==> src/udpfsc_pkg.sv <==
package udpfsc_pkg;

	// field widths fixed by the packet header format
	localparam int IDX_W   = 10;
	localparam int STAGE_W = 5;
	localparam int LEN_W   = 16;
	localparam int WORD_W  = 16;

	typedef logic [STAGE_W-1:0] stage_t;

	// stage codes with a meaning of their own
	localparam stage_t ST_IDLE     = 5'd0;
	localparam stage_t ST_DETECTED = 5'd19;
	localparam stage_t ST_EXCLUDED = 5'd20;

	// signature lead words
	localparam logic [WORD_W-1:0] W_010B = 16'h010b;
	localparam logic [WORD_W-1:0] W_0115 = 16'h0115;
	localparam logic [WORD_W-1:0] W_010C = 16'h010c;
	localparam logic [WORD_W-1:0] W_01C9 = 16'h01c9;
	localparam logic [WORD_W-1:0] W_0165 = 16'h0165;
	localparam logic [WORD_W-1:0] W_0101 = 16'h0101;
	localparam logic [WORD_W-1:0] W_0102 = 16'h0102;
	localparam logic [WORD_W-1:0] W_01CA = 16'h01ca;
	localparam logic [WORD_W-1:0] W_0166 = 16'h0166;

	// signature payload lengths
	localparam logic [LEN_W-1:0] L_16    = 16'd16;
	localparam logic [LEN_W-1:0] L_32    = 16'd32;
	localparam logic [LEN_W-1:0] L_64    = 16'd64;
	localparam logic [LEN_W-1:0] L_88    = 16'd88;
	localparam logic [LEN_W-1:0] L_104   = 16'd104;
	localparam logic [LEN_W-1:0] L_136   = 16'd136;
	localparam logic [LEN_W-1:0] L_LARGE = 16'd100;

	typedef enum logic [1:0] {
		VERDICT_PENDING,
		VERDICT_DETECTED,
		VERDICT_EXCLUDED
	} verdict_t;

	// result of one table update
	typedef struct packed {
		stage_t   stage;
		verdict_t verdict;
	} step_res_t;

endpackage

==> src/udpfsc_step.sv <==
module udpfsc_step (
	input  udpfsc_pkg::stage_t                     stage_in,
	input  logic                                   start_flow,
	input  logic                                   is_udp,
	input  logic [udpfsc_pkg::LEN_W-1:0]           payload_length,
	input  logic [udpfsc_pkg::WORD_W-1:0]          lead_word,
	input  logic                                   http_hit,
	output udpfsc_pkg::step_res_t                  res
);

	udpfsc_pkg::stage_t st;
	udpfsc_pkg::stage_t adv_st;
	udpfsc_pkg::stage_t nx;
	logic               adv_ok;
	logic               p16_0c;
	logic               p64_0b;
	logic               p88_15;
	logic               big_15;
	logic               big_c9;
	logic               p88_01;
	logic               p104_02;
	logic               p32_ca;
	logic               p136_66;

	// packet signatures
	always_comb begin
		p16_0c  = payload_length == udpfsc_pkg::L_16  && lead_word == udpfsc_pkg::W_010C;
		p64_0b  = payload_length == udpfsc_pkg::L_64  && lead_word == udpfsc_pkg::W_010B;
		p88_15  = payload_length == udpfsc_pkg::L_88  && lead_word == udpfsc_pkg::W_0115;
		big_15  = payload_length > udpfsc_pkg::L_LARGE && lead_word == udpfsc_pkg::W_0115;
		big_c9  = payload_length == udpfsc_pkg::L_136 &&
			(lead_word == udpfsc_pkg::W_01C9 || lead_word == udpfsc_pkg::W_0165);
		p88_01  = payload_length == udpfsc_pkg::L_88  && lead_word == udpfsc_pkg::W_0101;
		p104_02 = payload_length == udpfsc_pkg::L_104 && lead_word == udpfsc_pkg::W_0102;
		p32_ca  = payload_length == udpfsc_pkg::L_32  && lead_word == udpfsc_pkg::W_01CA;
		p136_66 = payload_length == udpfsc_pkg::L_136 && lead_word == udpfsc_pkg::W_0166;
	end

	// chain walk for a pending flow
	always_comb begin
		st     = start_flow ? udpfsc_pkg::ST_IDLE : stage_in;
		adv_ok = 1'b0;
		adv_st = udpfsc_pkg::ST_DETECTED;
		unique case (st)
			5'd0: begin
				adv_ok = 1'b1;
				priority if (p64_0b)  adv_st = 5'd1;
				else if (big_c9)      adv_st = 5'd4;
				else if (p88_01)      adv_st = 5'd7;
				else if (p104_02)     adv_st = 5'd10;
				else if (p32_ca)      adv_st = 5'd13;
				else if (p16_0c)      adv_st = 5'd16;
				else                  adv_ok = 1'b0;
			end
			5'd1: begin
				adv_ok = big_15;
				adv_st = 5'd2;
			end
			5'd2: begin
				adv_ok = p16_0c || p64_0b || p88_15;
				adv_st = 5'd3;
			end
			5'd3: begin
				adv_ok = p16_0c || p64_0b || big_15;
			end
			5'd4, 5'd5: begin
				adv_ok = big_c9;
				adv_st = st + 5'd1;
			end
			5'd6: begin
				adv_ok = big_c9 || p32_ca;
			end
			5'd7, 5'd8: begin
				adv_ok = p88_01;
				adv_st = st + 5'd1;
			end
			5'd9: begin
				adv_ok = p88_01;
			end
			5'd10, 5'd11: begin
				adv_ok = p104_02;
				adv_st = st + 5'd1;
			end
			5'd12: begin
				adv_ok = p104_02 || p32_ca;
			end
			5'd13: begin
				adv_ok = p32_ca;
				adv_st = 5'd14;
			end
			5'd14: begin
				adv_ok = p32_ca || p136_66;
				adv_st = 5'd15;
			end
			5'd15: begin
				adv_ok = p32_ca || p136_66;
			end
			5'd16, 5'd17: begin
				adv_ok = p16_0c;
				adv_st = st + 5'd1;
			end
			5'd18: begin
				adv_ok = p16_0c;
			end
			default: begin
				adv_ok = 1'b0;
			end
		endcase
	end

	// sticky verdicts and the fallback on no match
	always_comb begin
		if (st < udpfsc_pkg::ST_DETECTED) begin
			if (is_udp && adv_ok) begin
				nx = adv_st;
			end else begin
				nx = http_hit ? udpfsc_pkg::ST_DETECTED : udpfsc_pkg::ST_EXCLUDED;
			end
		end else if (st > udpfsc_pkg::ST_EXCLUDED) begin
			nx = udpfsc_pkg::ST_EXCLUDED;
		end else begin
			nx = st;
		end
		res.stage = nx;
		if (nx == udpfsc_pkg::ST_DETECTED) begin
			res.verdict = udpfsc_pkg::VERDICT_DETECTED;
		end else if (nx == udpfsc_pkg::ST_EXCLUDED) begin
			res.verdict = udpfsc_pkg::VERDICT_EXCLUDED;
		end else begin
			res.verdict = udpfsc_pkg::VERDICT_PENDING;
		end
	end

endmodule

==> config.mk <==
export PLATFORM = sky130hd
export DESIGN_NAME = udpfsc_step
export DESIGN_NICKNAME = d
export VERILOG_FILES = /design/src/udpfsc_pkg.sv /design/src/udpfsc_step.sv
export SDC_FILE = /design/constraint.sdc
export NUM_CORES = 1
export LEC_CHECK = 0
export BUFFER_PORTS_ARGS = -buffer_cell sky130_fd_sc_hd__buf_2
export CAP_MARGIN = 20
export CORE_MARGIN = 2
export CORE_UTILIZATION = 45
export DETAILED_ROUTE_END_ITERATION = 6
export PLACE_DENSITY = 0.76
export SYNTH_ARGS = -nofsm -noshare
export SYNTH_HDL_FRONTEND = slang
export SYNTH_SLANG_ARGS = --single-unit
export TNS_END_PERCENT = 10
==> constraint.sdc <==
create_clock -name vclk -period 3.3
set_clock_uncertainty 0.05 [all_clocks]
set_input_delay 0.33 -clock vclk [all_inputs]
set_output_delay 0.33 -clock vclk [all_outputs]
set_load 0.02 [all_outputs]
==> impl_metrics.py <==
metrics = {
    "logic_synthesis": {
        "netlist_area_um2": 1399,
        "yosys_warnings": 0,
        "yosys.cell_types.count": 69,
        "syn_area_per_cell_um2": 6.506,
        "synth_nets": 258,
        "yosysSeqAreaShare_pct": 0,
        "netlist_instances": 215,
    },
    "grt": {
        "grt_util_all_layers_pct": 26.23,
        "first_global_vias": 1747,
        "globalRouteOverflowTotal": 0,
        "grt_pass1_wl_mm": 7.527,
        "grt_max_degree": 15,
        "antenna_found_initial": 0,
    },
    "timing": {
        "fin_crit_sh_pct": 99.59,
        "tightest_slew_ns": 0.6663,
        "hold_ws_ns": 1.076,
        "slew_headroom_pct": 54.43,
        "rsz0062_at_grt": "yes",
        "setup_viol_count_final": 0,
        "finalWorstSetupSlack_ns": 0.01349,
        "slew_violations": 0,
        "setup_tns_ns": 0,
        "min_period_ns": 3.287,
        "final_hold_viol_count": 0,
        "fmaxAchievable_mhz": 304.3,
    },
    "min_path": {
        "hold_path.startpoint": "http_hit",
        "hp-class": "in -> out",
    },
    "critical_path": {
        "critPathMaxStageDelay_ns": 0.54,
        "crit_cells": 15,
        "cpMostUsedCell": "nand2_1",
        "critPathBufInv": 4,
        "crit_start": "start_flow",
        "start_kind": "primary input",
        "path_cells": "buf_2, inv_2, nand2_1, inv_1, ha_2, o21bai_4, nor2_4, nor4_1, or3_4, a2111oi_4, nand3b_1, nand2_1, or4b_4, a21oi_4, buf_4",
        "required_ns": 2.92,
        "crit_arrival_ns": 2.91,
        "endpoint": "res[0]",
        "crit_fanout": 6,
        "crit_family": "simple AND/OR/NAND/NOR gates",
        "critPathKind": "in -> out",
        "end_kind": "primary output",
        "critPathSlowestCell": "or4b_4",
    },
    "floorplanning": {
        "num_rows": 20,
        "coreArea_um2": 3003,
        "die_h_um": 59.76,
        "die_w_um": 59.76,
        "ios": 47,
        "initial_core_util_pct": 46.58,
        "dieArea_um2": 3571,
    },
    "layout": {
        "fin_nets": 336,
        "area_growth_pct": 44.63,
        "design.seq.count": 0,
        "final-seq-area_um2": 0,
        "n_clock_buffer": 0,
        "drive_gt1_share_pct": 42.61,
        "finalInstanceArea_um2": 2023,
        "n_antenna_cell": 0,
        "nFillCells": 269,
    },
    "power": {
        "p_leak_uw": 0.0007954,
        "power_density_nw_per_um2": 100.5,
        "ir_worst_vdd_mv": 0.07158,
    },
    "placement": {
        "postPlaceCellArea_um2": 1917,
        "place_ws_ns": -0.09224,
        "finalWeightedCongestion": 0.9829,
        "place_hpwl_mm": 3.931,
        "io_buffers": 47,
    },
    "detailed_routing": {
        "wire_per_inst_um": 15.06,
        "avgViaCountPerCell": 6.284,
        "vias": 2036,
        "drt_wl_total_mm": 4.880,
        "drtPass1Iterations": 5,
        "drc_errors": 0,
        "ant_nets": 0,
        "drt_iter0_markers": 136,
    },
    "outcome": {
        "status": "complete, no violations",
    },
    "flow_run": {
        "cap_violations": 0,
    },
    "cts": {
        "ctsHoldBuffers": 0,
    },
}
-- cell usage in the layout (no fill, tap or decap), drive strengths merged, types with 2 or more instances in the layout --
cell	n
buf	82
nor2b	8
a211oi	2
nor4b	2
or2b	2
a21oi	11
ha	3
a31oi	2
nor3	3
nor3b	3
nand3	8
o31ai	3
nor4	11
inv	9
and3	3
or3	2
o22ai	4
o21bai	4
a2111oi	2
nand4	6
nor2	28
and4bb	4
o211ai	5
o21a	2
nand2b	5
and2	3
nand4b	2
o21ai	18
nand2	25
o2111ai	4
or2	5
-- how the worst min path moves through the flow --
stage	end	slack, ns	cells past startpoint
2_1_floorplan	res[4]	0.87	2
3_3_place_gp	res[4]	1.08	4
3_5_place_dp	res[4]	1.09	4
4_1_cts	res[4]	1.08	4
5_1_grt	res[4]	1.10	4
6_report	res[4]	1.08	4
-- synth_stat cells (2+ instances only) --
master     number  area [um2]
nor2_1         27       101.4
nand2_1        25       93.84
o21ai_0        16       80.08
a21oi_1        11       55.05
inv_1           9       33.78
nand3_1         8       40.04
nor2b_1         7       43.79
nand2b_1        5       31.28
nand4_1         5       31.28
nor4_1          5       31.28
o211ai_1        5       37.54
nor4_2          4       50.05
o2111ai_1       4       35.03
o22ai_1         4       25.02
and4bb_2        3       37.54
ha_1            3       37.54
nor3_1          3       15.01
nor3b_1         3       22.52
o21bai_1        3       22.52
o31ai_1         3       22.52
or2_2           3       18.77
a211oi_1        2       15.01
a31oi_1         2       12.51
and2_1          2       12.51
and3_1          2       12.51
buf_2           2       10.01
buf_6           2       22.52
nand4b_1        2       17.52
nor4_4          2       42.54
o21a_1          2       15.01
or2_1           2       12.51
or2b_1          2       15.01
-- per-layer routing --
| metal | global-route usage, % | up-vias | routed length [um] |
|---|---|---|---|
| met5 | 0 | - | 0 |
| met4 | 5.397 | 0 | 48 |
| met3 | 2.165 | 9 | 367 |
| met2 | 44.72 | 97 | 2321 |
| met1 | 35.78 | 937 | 2142 |
| li1 | - | 993 | - |
-- kinds of logic (layout without fill, tap and decap cells) --
logic type      Yosys count  after routing  synth area share [%]
simple gates            127            127                 56.35
compound gates           68             68                 33.99
buf+inv                  15             91                 5.545
fa+ha+maj                 3              3                 2.684
xor+xnor                  1              1                0.6262
mux                       1              1                0.8050
-- per-stage QoR --
stage                     instances  util [%]  total power [uW]
after floorplan                 215         -             102.5
after global placement          322     63.83             182.3
after detailed placement        322     63.83             184.6
after CTS                       323     64.42             188.5
after global routing            324     67.38             219.8
final                           324     67.38             203.4
-- tightest hold or removal path, delay by kind of cell --
| kind | cells | cell delay, ns |
|---|---|---|
| buffers and inverters | 2 | 0.25 |
| AND/OR/NAND/NOR | 1 | 0.17 |
| AO/OA/AOI/OAI | 1 | 0.05 |
-- final cells by class --
| type | instances | area (um2) | area share, % |
|---|---|---|---|
| inverter | 9 | 33.78 | 1.670 |
| tap | 33 | 41.29 | 2.041 |
| timing repair buffer | 82 | 513.0 | 25.36 |
| multi-input combinational | 200 | 1435 | 70.93 |
-- where the power goes --
group | internal, uW | switching, uW
Combinational | 92.2 | 111
Clock | 0 | 0
Sequential | 0 | 0
-- repair_timing --
action | CTS | global route
setup buffers | 1 | 1
pin swaps | 2 | 9
hold endpoints to repair | 0 | 0
cloned | 0 | 0
gates resized for setup | 3 | 19
setup endpoints to repair | 2 | 5
(Power assumes the default switching activity.)
